<file path="src/rtl/core/sprite_rle_frame_decoder_macros.svh">
// Assertion macros shared by the sprite frame decoder RTL.
`ifndef SPRITE_RLE_FRAME_DECODER_MACROS_SVH
`define SPRITE_RLE_FRAME_DECODER_MACROS_SVH

// Same-cycle implication, disabled while reset is high.
`define SRLE_ASSERT_NOW(label, clock, reset, cond, conseq, msg) \
  label: assert property (@(posedge clock) disable iff (reset) (cond) |-> (conseq)) \
    else $error(msg);

// Next-cycle implication, disabled while reset is high.
`define SRLE_ASSERT_NEXT(label, clock, reset, cond, conseq, msg) \
  label: assert property (@(posedge clock) disable iff (reset) (cond) |=> (conseq)) \
    else $error(msg);

`endif

</file>
<file path="src/rtl/core/srle_pkg.sv">
// Types and constants of the run-length sprite frame decoder.
package srle_pkg;

  // Default largest frame dimension accepted without error.
  localparam int MAX_DIM_DEF = 1024;

  // Field and state widths.
  localparam int DIM_W   = 11;
  localparam int POS_W   = 10;
  localparam int LEN_W   = 24;
  localparam int BYTE_W  = 8;
  localparam int LIT_W   = 7;
  localparam int IDX_W   = 2;
  localparam int CFG_W   = 24;

  // Command codes.
  localparam logic CMD_START = 1'b0;
  localparam logic CMD_DATA  = 1'b1;

  // Configuration register indexes.
  localparam logic [IDX_W-1:0] CFG_FRAME_WIDTH  = 2'd0;
  localparam logic [IDX_W-1:0] CFG_FRAME_HEIGHT = 2'd1;
  localparam logic [IDX_W-1:0] CFG_FRAME_LENGTH = 2'd2;

  // Coded byte that ends a row; the column saturates at its all-ones value.
  localparam logic [BYTE_W-1:0] ROW_END = 8'h80;
  localparam logic [DIM_W-1:0]  COL_MAX = 11'h7ff;

  // Decoder state carried from byte to byte.
  typedef struct packed {
    logic [DIM_W-1:0] column;
    logic [DIM_W-1:0] row;
    logic             row_underflow;
    logic [LIT_W-1:0] literal_left;
    logic [LEN_W-1:0] bytes_seen;
    logic             error_latch;
  } state_t;

  // One result item.
  typedef struct packed {
    logic              pixel_valid;
    logic [POS_W-1:0]  pixel_x;
    logic [POS_W-1:0]  pixel_y;
    logic [BYTE_W-1:0] color_index;
    logic              position_error;
    logic              frame_end;
  } result_t;

endpackage

</file>
<file path="src/rtl/core/srle_step.sv">
// Decode step: next decoder state and result for one coded item.
module srle_step import srle_pkg::*; #(
  parameter int MAX_DIM = MAX_DIM_DEF
) (
  input  logic [DIM_W-1:0]  frame_width,
  input  logic [DIM_W-1:0]  frame_height,
  input  logic [LEN_W-1:0]  frame_length,
  input  state_t            st,
  input  logic              cmd,
  input  logic [BYTE_W-1:0] code_byte,
  output state_t            st_next,
  output result_t           res
);

  logic [LIT_W-1:0] col_addend;
  logic [DIM_W:0]   col_sum;
  logic [DIM_W-1:0] col_sat;
  logic [LEN_W-1:0] count_next;
  logic             oversize;
  logic             outside;

  // Saturating column advance: one for a literal, the low bits for a skip.
  assign col_addend = (st.literal_left != '0) ? LIT_W'(1) : code_byte[LIT_W-1:0];
  assign col_sum    = {1'b0, st.column} + {{(DIM_W+1-LIT_W){1'b0}}, col_addend};
  assign col_sat    = col_sum[DIM_W] ? COL_MAX : col_sum[DIM_W-1:0];

  assign count_next = st.bytes_seen + LEN_W'(1);
  assign oversize   = (32'(frame_width) > 32'(MAX_DIM)) || (32'(frame_height) > 32'(MAX_DIM));
  assign outside    = st.row_underflow || (st.row >= frame_height) ||
                      (st.column >= frame_width);

  // Command and byte decode.
  always_comb begin
    st_next = st;
    res     = '0;
    if (cmd == CMD_START) begin
      st_next.column       = '0;
      st_next.literal_left = '0;
      st_next.bytes_seen   = '0;
      st_next.error_latch  = oversize;
      if (frame_height == '0) begin
        st_next.row           = '0;
        st_next.row_underflow = 1'b1;
      end else begin
        st_next.row           = frame_height - DIM_W'(1);
        st_next.row_underflow = 1'b0;
      end
    end else if (st.bytes_seen < frame_length) begin
      st_next.bytes_seen = count_next;
      res.frame_end      = (count_next == frame_length);
      if (st.literal_left != '0) begin
        st_next.literal_left = st.literal_left - LIT_W'(1);
        if (outside) begin
          st_next.error_latch = 1'b1;
        end else if (!st.error_latch) begin
          res.pixel_valid = 1'b1;
          res.pixel_x     = st.column[POS_W-1:0];
          res.pixel_y     = st.row[POS_W-1:0];
          res.color_index = code_byte;
        end
        st_next.column = col_sat;
      end else if (code_byte == ROW_END) begin
        st_next.column = '0;
        if (!st.row_underflow) begin
          if (st.row == '0) begin
            st_next.row_underflow = 1'b1;
          end else begin
            st_next.row = st.row - DIM_W'(1);
          end
        end
      end else if (code_byte[BYTE_W-1]) begin
        st_next.column = col_sat;
      end else begin
        st_next.literal_left = code_byte[LIT_W-1:0];
      end
    end
    res.position_error = st_next.error_latch;
  end

endmodule

</file>
<file path="src/rtl/core/sprite_rle_frame_decoder.sv">
// Top level of the run-length sprite frame decoder.
//
// Input channel (in_valid/in_ready) carries one item: cmd 0 starts a frame,
// cmd 1 delivers one coded byte in code_byte. Output channel
// (out_valid/out_ready) returns exactly one result item per input item:
// an optional pixel write, the latched position error and the frame-end flag.
// Frame width, height and length are to be written through cfg_we/cfg_index/cfg_data
// only while the decoder is idle; the block itself does not enforce this.
// An accepted item is held in an input register; when the result register is free
// or draining, the decode logic updates the frame state and loads the result
// register. One item per cycle is sustained while the receiver accepts results;
// the rate is set by the state update between input and result registers.
// If the receiver stalls, the result register holds and the input register
// fills; in_ready drops only when both are full.
// Reset clears the frame state, the configuration registers and both valid
// flags; no clearing pass is needed.
module sprite_rle_frame_decoder import srle_pkg::*; #(
  parameter int MAX_DIM = MAX_DIM_DEF
) (
  input  logic              clk,
  input  logic              rst,
  input  logic              cfg_we,
  input  logic [IDX_W-1:0]  cfg_index,
  input  logic [CFG_W-1:0]  cfg_data,
  input  logic              in_valid,
  output logic              in_ready,
  input  logic              cmd,
  input  logic [BYTE_W-1:0] code_byte,
  output logic              out_valid,
  input  logic              out_ready,
  output logic              pixel_valid,
  output logic [POS_W-1:0]  pixel_x,
  output logic [POS_W-1:0]  pixel_y,
  output logic [BYTE_W-1:0] color_index,
  output logic              position_error,
  output logic              frame_end
);

`include "sprite_rle_frame_decoder_macros.svh"

  logic [DIM_W-1:0]  frame_width;
  logic [DIM_W-1:0]  frame_height;
  logic [LEN_W-1:0]  frame_length;
  logic              s1_valid;
  logic              s1_cmd;
  logic [BYTE_W-1:0] s1_byte;
  logic              advance;
  state_t            st;
  state_t            st_next;
  result_t           res;
  result_t           out_res;

  // The held item moves on when the result register is free or draining.
  assign advance  = s1_valid && (!out_valid || out_ready);
  assign in_ready = !s1_valid || advance;

  srle_step #(
    .MAX_DIM(MAX_DIM)
  ) u_step (
    .frame_width (frame_width),
    .frame_height(frame_height),
    .frame_length(frame_length),
    .st          (st),
    .cmd         (s1_cmd),
    .code_byte   (s1_byte),
    .st_next     (st_next),
    .res         (res)
  );

  // Control state, configuration and decoder state.
  always_ff @(posedge clk) begin
    if (rst) begin
      s1_valid     <= 1'b0;
      out_valid    <= 1'b0;
      st           <= '0;
      frame_width  <= '0;
      frame_height <= '0;
      frame_length <= '0;
    end else begin
      if (in_ready) begin
        s1_valid <= in_valid;
      end
      if (advance) begin
        out_valid <= 1'b1;
        st        <= st_next;
      end else if (out_ready) begin
        out_valid <= 1'b0;
      end
      if (cfg_we) begin
        case (cfg_index)
          CFG_FRAME_WIDTH:  frame_width  <= cfg_data[DIM_W-1:0];
          CFG_FRAME_HEIGHT: frame_height <= cfg_data[DIM_W-1:0];
          CFG_FRAME_LENGTH: frame_length <= cfg_data[LEN_W-1:0];
          default: ;
        endcase
      end
    end
  end

  // Payload registers of the input and result stages.
  always_ff @(posedge clk) begin
    if (in_valid && in_ready) begin
      s1_cmd  <= cmd;
      s1_byte <= code_byte;
    end
    if (advance) begin
      out_res <= res;
    end
  end

  assign pixel_valid    = out_res.pixel_valid;
  assign pixel_x        = out_res.pixel_x;
  assign pixel_y        = out_res.pixel_y;
  assign color_index    = out_res.color_index;
  assign position_error = out_res.position_error;
  assign frame_end      = out_res.frame_end;

  // The error flag only clears on a start command.
  `SRLE_ASSERT_NEXT(a_error_sticky, clk, rst, st.error_latch && !(advance && s1_cmd == CMD_START), st.error_latch, "error latch cleared without a start command")
  // A delivered pixel never comes with the error flag raised.
  `SRLE_ASSERT_NOW(a_pixel_no_error, clk, rst, out_valid && pixel_valid, !position_error, "pixel written while position error is set")
  // Once the row has gone past the top, the row index rests at zero.
  `SRLE_ASSERT_NOW(a_underflow_row, clk, rst, st.row_underflow, st.row == '0, "row underflow with nonzero row")

endmodule
</file>
<file path="config.mk">
export PLATFORM = sky130hd
export DESIGN_NAME = sprite_rle_frame_decoder
export DESIGN_NICKNAME = d
export VERILOG_FILES = /design/src/rtl/core/srle_pkg.sv /design/src/rtl/core/srle_step.sv /design/src/rtl/core/sprite_rle_frame_decoder.sv
export VERILOG_INCLUDE_DIRS = /design/src /design/src/rtl/core
export SDC_FILE = /design/constraint.sdc
export NUM_CORES = 1
export LEC_CHECK = 0
export ABC_AREA = 1
export BUFFER_PORTS_ARGS = -buffer_cell sky130_fd_sc_hd__buf_2
export CELL_PAD_IN_SITES_DETAIL_PLACEMENT = 0
export CELL_PAD_IN_SITES_GLOBAL_PLACEMENT = 2
export CORE_UTILIZATION = 34
export CTS_BUF_LIST = sky130_fd_sc_hd__clkbuf_16
export CTS_CLUSTER_SIZE = 14
export DETAILED_ROUTE_END_ITERATION = 12
export HOLD_SLACK_MARGIN = 0.12
export PLACE_DENSITY_LB_ADDON = 0.1
export SLEW_MARGIN = 25
export SYNTH_ARGS = -nofsm -noshare
export SYNTH_HDL_FRONTEND = slang
export SYNTH_SLANG_ARGS = --single-unit
</file>
<file path="constraint.sdc">
create_clock -name clk -period 3.25 [get_ports clk]
set_input_delay 0.65 -clock clk [delete_from_list [all_inputs] [get_ports clk]]
set_output_delay 0.65 -clock clk [all_outputs]
set_load 0.01 [all_outputs]
</file>
Word-level counts from Yosys, hierarchy flattened
Index checks and enable logic that the tools add are counted.
{"block": "word_totals", "reg_bits": 143, "in_bits": 40, "output_inout_bits": 33, "wordCells": 90}
{"block": "classes", "add_sub_neg": 5, "magnitude_cmp": 5, "eq_ne": 12, "n_mux": 21, "bitwise_logic": 3, "reduce_logical": 25}
{"cell": "$mux W55", "n": 2}
{"cell": "$mux W11", "n": 5}
{"cell": "$mux W12", "n": 4}
{"cell": "$mux W29", "n": 1}
{"cell": "$mux W7", "n": 4}
{"cell": "$add A24 B1 Y24 const B", "n": 1}
{"cell": "$eq A24 B24 Y1", "n": 1}
{"cell": "$lt A24 B24 Y1", "n": 1}
{"cell": "$ge A11 B11 Y1", "n": 2}
{"cell": "$gt A11 B11 Y1 const B", "n": 2}
{"cell": "$logic_not A11 Y1", "n": 2}
{"cell": "$sub A11 B1 Y11 const B", "n": 2}
{"cell": "$add A11 B7 Y12", "n": 1}
{"cell": "$reduce_and A2 Y1", "n": 5}
{"cell": "$eq A8 B8 Y1 const B", "n": 1}
{"cell": "$reduce_and A4 Y1", "n": 2}
{"cell": "$reduce_bool A7 Y1", "n": 1}
{"cell": "$sub A7 B1 Y7 const B", "n": 1}
{"cell": "$ne A2 B2 Y1 const B", "n": 3}
{"cell": "$ne A3 B2 Y1 const B", "n": 2}
{"cell": "$reduce_and A6 Y1", "n": 1}
{"cell": "$logic_or A1 B1 Y1", "n": 5}
{"cell": "$mux W1", "n": 5}
{"cell": "$reduce_or A5 Y1", "n": 1}
{"cell": "other kinds (11)", "n": 16}

Depth between registers and ports, before layout
Gate-level depths: netlist (run 1).
{"block": "logic_depth", "word_depth": 9, "depth_mapped": 20, "depth_no_buf": 20}

By module
A second synthesis (run 1) with hierarchy kept.
{"block": "hier_totals", "hier_cells": 1548, "hier_area_um2": 10159.7}
{"module": "sprite_rle_frame_decoder", "n_inst": 1, "cells_per_inst": 710, "area_per_inst_um2": 5612.9, "seq_area_each_um2": 3263.1}
{"module": "srle_step", "n_inst": 1, "cells_per_inst": 838, "area_per_inst_um2": 4546.9, "seq_area_each_um2": 0.0}

Least setup slack after synthesis (run 1)
OpenSTA, ideal clock, no wires.
{"block": "synth_path", "kind": "flip-flop to flip-flop", "startpoint": "reg, netlist name st[25]", "endpoint": "reg, netlist name st[47]", "setup_time_ns": 0.124, "arrival_time_ns": 2.257, "required_time_ns": 3.126, "setup_slack_ns": 0.869, "stages_incl_launch_ff": 15, "path_buffers": 1, "path_cell_list": "dfxtp_1 inv_1 ha_1 nand3_2 clkbuf_1 nor2_1 ha_1 a21oi_1 nand2_1 nand4_1 nand3_1 nand2_1 inv_1 o21ai_0 a21oi_1"}
{"block": "synth_between", "elab_chain_cells": 9, "elab_cells_between_ends": 11}
{"element": "$reduce_bool A7 Y1 (*)", "line": "srle_step.sv:23, srle_step.sv:51"}
{"element": "$mux W7", "line": "srle_step.sv:23", "text": "assign col_addend = (st.literal_left != '0) ? LIT_W'(1) : code_byte[LIT_W-1:0];"}
{"element": "$add A11 B7 Y12", "line": "srle_step.sv:24", "text": "assign col_sum = {1'b0, st.column} + {{(DIM_W+1-LIT_W){1'b0}}, col_addend};"}
{"element": "$mux W11", "line": "srle_step.sv:25", "text": "assign col_sat = col_sum[DIM_W] ? COL_MAX : col_sum[DIM_W-1:0];"}
{"element": "$mux W11", "line": "srle_step.sv:71", "text": "end else if (code_byte[BYTE_W-1]) begin"}
{"element": "$mux W11", "line": "srle_step.sv:62", "text": "end else if (code_byte == ROW_END) begin"}
{"element": "$mux W11", "line": "srle_step.sv:51", "text": "if (st.literal_left != '0) begin"}
{"element": "$mux W55", "line": "srle_step.sv:48", "text": "end else if (st.bytes_seen < frame_length) begin"}
{"element": "$mux W55", "line": "srle_step.sv:36", "text": "if (cmd == CMD_START) begin"}
Every way passes the cells marked *; elsewhere a longest branch is shown, timed or not. The select of a mux whose other input is x is not followed.
A chain may end at the register's enable or synchronous reset.

Final worst setup path (run 1)
{"block": "layout_path", "startpoint": "reg, netlist name st[27]", "endpoint": "reg, netlist name st[48]"}
{"block": "layout_between", "elab_chain_cells": 9, "elab_cells_between_ends": 11}
{"element": "$reduce_bool A7 Y1 (*)", "line": "srle_step.sv:23, srle_step.sv:51"}
{"element": "$mux W7", "line": "srle_step.sv:23"}
{"element": "$add A11 B7 Y12", "line": "srle_step.sv:24"}
{"element": "$mux W11", "line": "srle_step.sv:25"}
{"element": "$mux W11", "line": "srle_step.sv:71"}
{"element": "$mux W11", "line": "srle_step.sv:62"}
{"element": "$mux W11", "line": "srle_step.sv:51"}
{"element": "$mux W55", "line": "srle_step.sv:48"}
{"element": "$mux W55", "line": "srle_step.sv:36"}
Marked as above.

==> run_results.csv, run 1 <==
group,metric,value,unit
timing,clock_skew,17.18,ps
critical_path,crit_type,"flop to flop",
timing,setup-violations-final,0,
routing,drt-total-wl,24760,µm
global_routing,grt_pass1_wl,40330,µm
clock_tree,root_buffer,"clkbuf_16",
clock_tree,clk_pin_slew,80,ps
clock_tree,cts_max_level,4,
critical_path,crit_chain,"nor2_1 -> nand3_1 -> inv_1 -> nand3_2 -> nor2_1 -> ha_1 -> a21oi_1 -> nand2_1 -> nand4_1 -> nand3_1 -> nand2_1 -> inv_1 -> o21ai_0 -> a21oi_1",
timing,fin_crit,2806,ps
placed_design,hpwl,18490,µm
final_layout,final_common_cell,"nand2_1",
routing,drt_iter0_drc,392,
clock_tree,cts_resized,0,
die,initial_core_util,0.3482,
final_layout,drive_gt1_frac,0.1134,
timing,hold_ws,386.3,ps
critical_path,critPathSlowestCell,"dfxtp_1",
timing,setup_tns,0,ps
routing,maxUsedRoutingLayer,"met4",
routing,drc_errors,0,
die,die_area,25620,µm²
synthesis,synth_xor_area_frac,0.03079,
critical_path,worst_path_largest_cell_delay,350,ps
final_layout,fillers,2617,
hold_path,min_path_type,"input port to flop",
synthesis,synthTopCellsByArea,"dfxtp_1 24%, edfxtp_1 14%, nand2_1 13%, ha_1 8.7%, nor2_1 6.6%",
routing,vias_per_cell,4.726,
synthesis,synthAdderAreaFrac,0.08928,
synthesis,synth_cell_type_count,36,
routing,vias,7576,
die,placeableCoreArea,24390,µm²
critical_path,crit_path_end_kind,"flop",
placed_design,place_ws,480.7,ps
critical_path,crit_buf_inv,2,
global_routing,antenna_found_initial,0,
clock_tree,cts_tree,"built",
global_routing,grt_pass1_vias,7369,
synthesis,yosysTopAreaCell,"dfxtp_1",
die,ios,73,
outcome,status,"completed",
final_layout,final_cell_mix,"284 x nand2_1, 150 x nor2_1, 144 x inv_1",
clock_tree,clock_latency,430,ps
critical_path,critPathLaunchType,"flop",
power,vdd_drop_max,0.0002170,V
synthesis,ys_warn_count,0,
die,num_rows,57,
placed_design,place_congestion,0.8798,
routing,avgRoutedWirePerCell,15.44,µm
final_layout,area_growth,15.37,%
timing,slew_viol_final,0,
synthesis,ys_seq_elements,143,
run,drv_cap,0,
synthesis,synth_top_family_by_area,"simple AND/OR/NAND/NOR gates",
final_layout,diodes,0,
timing,rsz0062_at_grt,"false",
synthesis,synthCells,1193,
critical_path,critPathTopFamily,"simple AND/OR/NAND/NOR gates",
routing,drt_first_pass_iters,5,
timing,maxSlewHeadroom,0.5330,
critical_path,path_max_fanout,13,
clock_tree,numClockSinks,143,
clock_tree,cts_hold_buf,0,
power,powerDensity,494.4,nW/µm²
global_routing,gr-total-overflow,0,
clock_tree,cts_buffers,17,
timing,tightest_slew,698.6,ps
routing,antenna_left,0,
global_routing,track_usage,0.2010,
timing,fin_crit_sh,0.8635,
synthesis,synth_compound_area_frac,0.1293,
synthesis,ys_seq_area_frac,0.3842,
routing,wl_met3,540,µm
synthesis,synth.area.mux_share,0,
synthesis,avgSynthCellArea,7.119,µm²
critical_path,cp.arrival,3120,ps
power,leakagePower,4.315,nW
synthesis,syn-num-nets,1293,
timing,hold_violations,0,
global_routing,grt_max_degree,48,
routing,dr_wl_met2,11520,µm
synthesis,synthSimpleGateAreaFrac,0.2839,
critical_path,crit_required,3560,ps
die,die_h,160.1,µm
die,die_w,160.1,µm
final_layout,nNetsFinal,1366,
synthesis,synth_top_area_frac,0.2428,
timing,fin_ws,443.7,ps
clock_tree,post-cts-setup-buffer-count,0,
routing,wl_met1,12410,µm
placed_design,port_buffers,72,
final_layout,seq_area,3263,µm²
final_layout,multiInputGateArea,4529,µm²
synthesis,netlist_area,8493,µm²
timing,fmax,356.3,MHz
clock_tree,cts_buffer_depth,2,
report_power, final:
part	leakage [nW]	switching (W)	internal, W	total [W]
Clock	0.283	0.000934	0.00102	0.00196
Sequential	1.23	0.0000623	0.00192	0.00198
Combinational	2.80	0.000599	0.000306	0.000905
Total	4.31	0.00159	0.00325	0.00484
stage by stage:
step	area [µm²]	power [W]	utilization	cells
finish	9798	0.004844	0.4017	1603
global route	9798	0.005128	0.4017	1603
CTS	9798	0.004917	0.4017	1603
detailed placement	9226	0.002934	0.3783	1571
global placement	9226	0.002944	0.3783	1571
floorplan	8493	0.002656	-	1193
layout make-up:
class                   count  share of cell area
inverters                 148             0.05670
flip-flops and latches    143              0.3330
clock buffers              17             0.04342
repair buffers             87             0.04827
multi-input cells         869              0.4623
well taps                 324             0.04137
clock inverters            15             0.01494
state kept, by name, summed over array words and instances (netlist names):
name and cells:
frame_length 24, s1_cmd 1, out_valid 1, pixel_y 10
frame_width 11, frame_height 11, frame_end 1, st 55
position_error 1, color_index 8, s1_byte 8, s1_valid 1
pixel_valid 1, pixel_x 10
layer usage:
layer | track usage | vias to the layer above
li1 | - | 4060
met1 | 0.2728 | 3409
met2 | 0.3330 | 84
met3 | 0.03169 | 23
met4 | 0.04762 | 0
met5 | 0 | -
cells in the mapped netlist:
cell type and count:
a211oi_1 1, nor3_1 12, nor2_2 5, o21ai_0 87, nor4_1 2, nand3_1 67, or2_2 2, dfxtp_1 103
fa_1 1, buf_1 2, buf_4 3, o21ai_1 1, o21a_1 2, edfxtp_1 40, inv_2 3, nand3_2 2
nor3_2 1, a21o_1 3, o21bai_1 2, nand3_4 1, nor2_4 5, xnor2_1 3, xor2_1 25, inv_1 145
nand2_1 284, buf_2 8, a21oi_1 111, ha_1 59, a21oi_2 2, nand4_1 31, clkbuf_1 20, nand3b_1 1
xnor2_2 1, nand2_2 4, nor2_1 150, a31oi_1 4
final timing paths:
kind                                              to  slack [ps]                 from  depth (start not counted)
worst max-delay path             st[48]$_SDFFE_PP0P_         440  st[27]$_SDFFE_PP0P_                         14
worst max register to register   st[48]$_SDFFE_PP0P_         440  st[27]$_SDFFE_PP0P_                         14
worst min-delay path            s1_byte[1]$_DFFE_PP_         390         code_byte[1]                          1
worst min register to register   st[26]$_SDFFE_PP0P_         470  st[26]$_SDFFE_PP0P_                          2
kinds of logic after synthesis:
| group | after synthesis |
|---|---|
| AOI/OAI and AO/OA | 213 |
| xor gates and xnor gates | 29 |
| adders and majority gates | 60 |
| buffers and inverters | 181 |
| DFF | 143 |
| and+or+nand+nor | 567 |
(Power assumes the default switching activity.)
==> run 2, diff against run 1 <==
--- a/config.mk
+++ b/config.mk
@@ -9,8 +9,8 @@
 export ABC_AREA = 1
 export BUFFER_PORTS_ARGS = -buffer_cell sky130_fd_sc_hd__buf_2
 export CELL_PAD_IN_SITES_DETAIL_PLACEMENT = 0
-export CELL_PAD_IN_SITES_GLOBAL_PLACEMENT = 2
-export CORE_UTILIZATION = 34
+export CELL_PAD_IN_SITES_GLOBAL_PLACEMENT = 1
+export CORE_UTILIZATION = 44
 export CTS_BUF_LIST = sky130_fd_sc_hd__clkbuf_16
 export CTS_CLUSTER_SIZE = 14
 export DETAILED_ROUTE_END_ITERATION = 12
==> run_results.csv, run 2 (synthesis gave the netlist of run 1 again) <==
group,metric,value,unit
global_routing,antenna_found_initial,0,
routing,avgRoutedWirePerCell,15.24,µm
die,die_area,19860,µm²
placed_design,place_area,9101,µm²
final_layout,final_cell_mix,"284 x nand2_1, 150 x nor2_1, 148 x inv_1",
timing,fin_crit_sh,0.8888,
power,totalPowerFinal,0.004709,W
clock_tree,root_buffer,"clkbuf_16",
die,die_w,140.9,µm
critical_path,critPathTopFamily,"simple AND/OR/NAND/NOR gates",
power,pwr-share-comb,0.191,
power,powerDensity,488.8,nW/µm²
critical_path,cp.arrival,3190,ps
final_layout,top_register,"st",
power,p_int,0.003260,W
placed_design,dp_cells,1501,
final_layout,diodes,0,
placed_design,place_congestion,0.8849,
critical_path,worstSetupStartpoint,"st[27]$_SDFFE_PP0P_",
timing,setup_tns,0,ps
critical_path,worst_path_largest_cell_delay,350,ps
routing,drt-total-wl,23370,µm
clock_tree,cts_max_level,4,
final_layout,fin_cells,1533,
final_layout,final_common_cell,"nand2_1",
clock_tree,cts_buffer_depth,2,
critical_path,rr_worst_depth,14,
timing,rsz0062_at_grt,"false",
global_routing,track_usage,0.2437,
critical_path,critical_path_depth,14,
critical_path,crit_chain,"nor2_1 -> nand3_1 -> inv_1 -> nand3_2 -> nor2_1 -> ha_1 -> a21oi_1 -> nand2_1 -> nand4_1 -> nand3_1 -> nand2_1 -> inv_1 -> o21ai_0 -> a21oi_1",
hold_path,min_path_type,"input port to flop",
timing,hold_ws,397.9,ps
final_layout,area_growth,13.44,%
final_layout,largest_register_ffs,55,
run,drv_cap,0,
clock_tree,clock_latency,430,ps
routing,vias,7720,
timing,fin_crit,2889,ps
clock_tree,cts_resized,0,
routing,drt_iter0_drc,418,
clock_tree,cts_buffers,17,
die,initial_core_util,0.4510,
critical_path,crit_type,"flop to flop",
power,switching_share,0.3078,
critical_path,critPathLaunchType,"flop",
die,num_rows,50,
global_routing,grt_pass1_vias,7101,
final_layout,reg_top3,"st (55), frame_length (24)",
timing,maxSlewHeadroom,0.5444,
die,placeableCoreArea,18830,µm²
clock_tree,cts_hold_buf,0,
critical_path,cp-endpoint,"st[47]$_SDFFE_PP0P_",
critical_path,crit_path_end_kind,"flop",
critical_path,rr_startpoint,"st[27]$_SDFFE_PP0P_",
clock_tree,clk_pin_slew,60,ps
final_layout,drive_gt1_frac,0.1060,
power,leakagePower,4.276,nW
power,p_clk_frac,0.388,
global_routing,grt_max_degree,63,
final_layout,stdcell_area,9634,µm²
timing,clock_skew,10.17,ps
clock_tree,numClockSinks,143,
power,vdd_drop_max,0.0004272,V
outcome,status,"completed",
global_routing,grt_pass1_wl,37360,µm
critical_path,ff2ff_setup_slack,360,ps
power,p_sw,0.001449,W
routing,drt_first_pass_iters,5,
global_routing,gr-total-overflow,0,
clock_tree,post-cts-setup-buffer-count,0,
critical_path,r2r-end,"st[47]$_SDFFE_PP0P_",
power,seqPwrFrac,0.421,
critical_path,crit_buf_inv,2,
timing,slew_viol_final,0,
routing,drc_errors,0,
timing,fmax,346.2,MHz
critical_path,crit_required,3560,ps
timing,hold_violations,0,
routing,antenna_left,0,
clock_tree,cts_tree,"built",
timing,tightest_slew,682.6,ps
timing,setup-violations-final,0,
routing,vias_per_cell,5.036,
final_layout,nNetsFinal,1360,
placed_design,port_buffers,72,
placed_design,hpwl,17320,µm
critical_path,critPathSlowestCell,"dfxtp_1",
die,ios,73,
die,die_h,140.9,µm
critical_path,path_max_fanout,13,
[run 2: changes by cell type in the layout (fill, tap and decap cells not counted), sizes merged]
cell and change:
buf -6, bufinv +1, clkinv +1, clkinvlp +2
inv -4
[run 2: how the worst min path moves through the flow]
stage                           endpoint  cells past startpoint                 from  slack (ps)
finish              s1_byte[1]$_DFFE_PP_                      1         code_byte[1]         400
global placement     st[26]$_SDFFE_PP0P_                      2  st[26]$_SDFFE_PP0P_         460
CTS                 s1_byte[1]$_DFFE_PP_                      1         code_byte[1]         390
floorplan            st[26]$_SDFFE_PP0P_                      2  st[26]$_SDFFE_PP0P_         450
detailed placement   st[26]$_SDFFE_PP0P_                      2  st[26]$_SDFFE_PP0P_         460
global route            s1_cmd$_DFFE_PP_                      1                  cmd         380
[run 2: per-stage QoR]
| stage | worst slack (ps) | util |
|---|---|---|
| 6_report | 361.3 | 0.5116 |
| 5_1_grt | 47.72 | 0.5116 |
| 4_1_cts | 400.1 | 0.5116 |
| 3_5_place_dp | 407.9 | 0.4833 |
| 3_3_place_gp | 430.7 | 0.4833 |
| 2_1_floorplan | 869.2 | - |
[run 2: area by class of cell]
class / count / area (µm²)
fill: 1902 / 9196
timing repair buffer: 81 / 427.9
multi-input combinational: 869 / 4529
tap: 260 / 325.3
sequential: 143 / 3263
clock buffer: 17 / 425.4
inverter: 148 / 555.5
clock inverter: 15 / 107.6
[run 2: power by group through the flow]
stage	clock network [W]	registers [W]	logic, W
floorplan	0	0.00201	0.000644
global placement	0	0.00202	0.000899
detailed placement	0	0.00202	0.000899
CTS	0.00186	0.00198	0.000906
global route	0.00194	0.00199	0.00103
finish	0.00183	0.00198	0.000900
[run 2: worst register-to-register path, delay by kind of cell (launching register included)]
family	cells	cell delay [ps]
flip-flops	1	350
AO/OA/AOI/OAI	3	480
adder cells (fa/ha/maj)	1	330
buffers and inverters	2	210
AND/OR/NAND/NOR	8	1400
[run 2: metal layers]
metal  global-route usage  vias to the layer above  wire, µm
met2               0.4150                      134     11240
met4              0.06465                        0       335
met1               0.3195                     3508     11150
li1                     -                     4051         -
met3              0.04076                       27       638
met5                    0                        -         0
==> run 3, diff against run 2 <==
--- a/config.mk
+++ b/config.mk
@@ -10,6 +10,7 @@
 export BUFFER_PORTS_ARGS = -buffer_cell sky130_fd_sc_hd__buf_2
 export CELL_PAD_IN_SITES_DETAIL_PLACEMENT = 0
 export CELL_PAD_IN_SITES_GLOBAL_PLACEMENT = 1
+export CORE_ASPECT_RATIO = 2
 export CORE_UTILIZATION = 44
 export CTS_BUF_LIST = sky130_fd_sc_hd__clkbuf_16
 export CTS_CLUSTER_SIZE = 14
==> run_results.csv, run 3 (synthesis gave the netlist of run 1 again) <==
group,metric,value,unit
timing,fin_crit_sh,0.8515,
die,die_h,198.5,µm
timing,tightest_slew,672.5,ps
power,powerDensity,496.2,nW/µm²
clock_tree,cts_hold_buf,0,
final_layout,final_cell_mix,"284 x nand2_1, 150 x nor2_1, 146 x inv_1",
routing,drt_iter0_drc,285,
die,placeableCoreArea,18830,µm²
clock_tree,cts_buffers,17,
die,ios,73,
critical_path,cp.arrival,3100,ps
critical_path,ff2ff_setup_slack,480,ps
routing,vias_per_cell,5.133,
timing,slew_viol_final,0,
global_routing,grt_max_degree,43,
critical_path,path_max_fanout,13,
timing,fmax,361.4,MHz
placed_design,dp_cells,1503,
hold_path,min_to,"s1_byte[5]$_DFFE_PP_",
routing,antenna_left,0,
placed_design,hpwl,19860,µm
global_routing,antenna_found_initial,0,
placed_design,place_area,9148,µm²
timing,fin_ws,482.7,ps
critical_path,crit_type,"flop to flop",
global_routing,grt_pass1_vias,7765,
placed_design,place_ws,538.1,ps
critical_path,worstSetupStartpoint,"st[27]$_SDFFE_PP0P_",
clock_tree,cts_resized,0,
hold_path,min-delay-start,"code_byte[5]",
routing,drc_errors,0,
global_routing,gr-total-overflow,0,
final_layout,nNetsFinal,1367,
timing,maxSlewHeadroom,0.5504,
clock_tree,post-cts-setup-buffer-count,0,
timing,hold_violations,0,
routing,drt-total-wl,25640,µm
timing,fin_crit,2767,ps
final_layout,drive_gt1_frac,0.1117,
placed_design,port_buffers,72,
timing,setup-violations-final,0,
routing,drt_first_pass_iters,5,
final_layout,diodes,0,
hold_path,min_path_cells,1,
global_routing,grt_pass1_wl,40120,µm
outcome,status,"completed",
final_layout,top_register,"st",
clock_tree,cts_max_level,4,
final_layout,fin_cells,1535,
critical_path,critPathLaunchType,"flop",
routing,vias,7879,
critical_path,r2r-end,"st[50]$_SDFFE_PP0P_",
die,die_area,19900,µm²
critical_path,rr_startpoint,"st[27]$_SDFFE_PP0P_",
die,initial_core_util,0.4510,
critical_path,crit_path_end_kind,"flop",
final_layout,final_common_cell,"nand2_1",
clock_tree,root_buffer,"clkbuf_16",
timing,setup_tns,0,ps
final_layout,area_growth,14.38,%
final_layout,reg_top3,"st (55), frame_length (24)",
power,leakagePower,4.322,nW
routing,avgRoutedWirePerCell,16.70,µm
die,num_rows,71,
clock_tree,numClockSinks,143,
clock_tree,clk_pin_slew,70,ps
timing,clock_skew,10.45,ps
clock_tree,clock_latency,430,ps
power,vdd_drop_max,0.0003944,V
final_layout,largest_register_ffs,55,
clock_tree,cts_buffer_depth,2,
timing,rsz0062_at_grt,"false",
final_layout,stdcell_area,9714,µm²
placed_design,place_congestion,0.8820,
die,die_w,100.2,µm
run,drv_cap,0,
clock_tree,cts_tree,"built",
critical_path,rr_worst_depth,14,
global_routing,track_usage,0.2696,
hold_path,min_path_type,"input port to flop",
critical_path,crit_required,3580,ps
final_layout,fillers,2040,
[run 3: how the worst max path moves through the flow]
| stage | to | cells past startpoint |
|---|---|---|
| global route | st[49]$_SDFFE_PP0P_ | 14 |
| floorplan | st[47]$_SDFFE_PP0P_ | 14 |
| CTS | st[50]$_SDFFE_PP0P_ | 14 |
| global placement | st[50]$_SDFFE_PP0P_ | 12 |
| finish | st[50]$_SDFFE_PP0P_ | 14 |
| detailed placement | st[50]$_SDFFE_PP0P_ | 14 |
[run 3: report_power, final]
group	switching (W)	leakage (nW)	internal [W]	total (W)
logic	0.000617	2.80	0.000310	0.000926
clock network	0.000813	0.290	0.00110	0.00191
registers	0.0000632	1.23	0.00192	0.00198
[run 3: area by class of cell]
type | instances | area (µm²) | share of cell area
multi-input combinational | 869 | 4529 | 0.4663
clock inverter | 14 | 116.4 | 0.01198
tap | 255 | 319.1 | 0.03284
sequential | 143 | 3263 | 0.3359
clock buffer | 18 | 450.4 | 0.04637
timing repair buffer | 88 | 480.5 | 0.04946
inverter | 148 | 555.5 | 0.05719
[run 3: through the flow]
| stage | hold WS, ps | utilization | power (W) |
|---|---|---|---|
| 2_1_floorplan | 445.3 | - | 0.002656 |
| 3_3_place_gp | 465.3 | 0.4857 | 0.002952 |
| 3_5_place_dp | 461.2 | 0.4857 | 0.002951 |
| 4_1_cts | 379.9 | 0.5158 | 0.004867 |
| 5_1_grt | 379.4 | 0.5158 | 0.005063 |
| 6_report | 392.7 | 0.5158 | 0.004821 |
[run 3: critical path, cell delays in order (launching register included)]
cell     delay [ps]
dfxtp_1         340
nor2_1          160
nand3_1          90
inv_1            90
nand3_2         220
nor2_1          220
ha_1            310
a21oi_1         170
nand2_1         110
nand4_1          90
nand3_1         180
nand2_1         290
o21ai_0         180
a21oi_1         170
nor2_1           60
[run 3: layer usage]
| metal | vias up | track usage | routed length [µm] |
|---|---|---|---|
| met4 | 0 | 0.1669 | 1438 |
| met2 | 141 | 0.5190 | 14240 |
| met5 | - | 0 | 0 |
| met1 | 3616 | 0.2635 | 9400 |
| li1 | 4053 | - | - |
| met3 | 69 | 0.03654 | 560 |
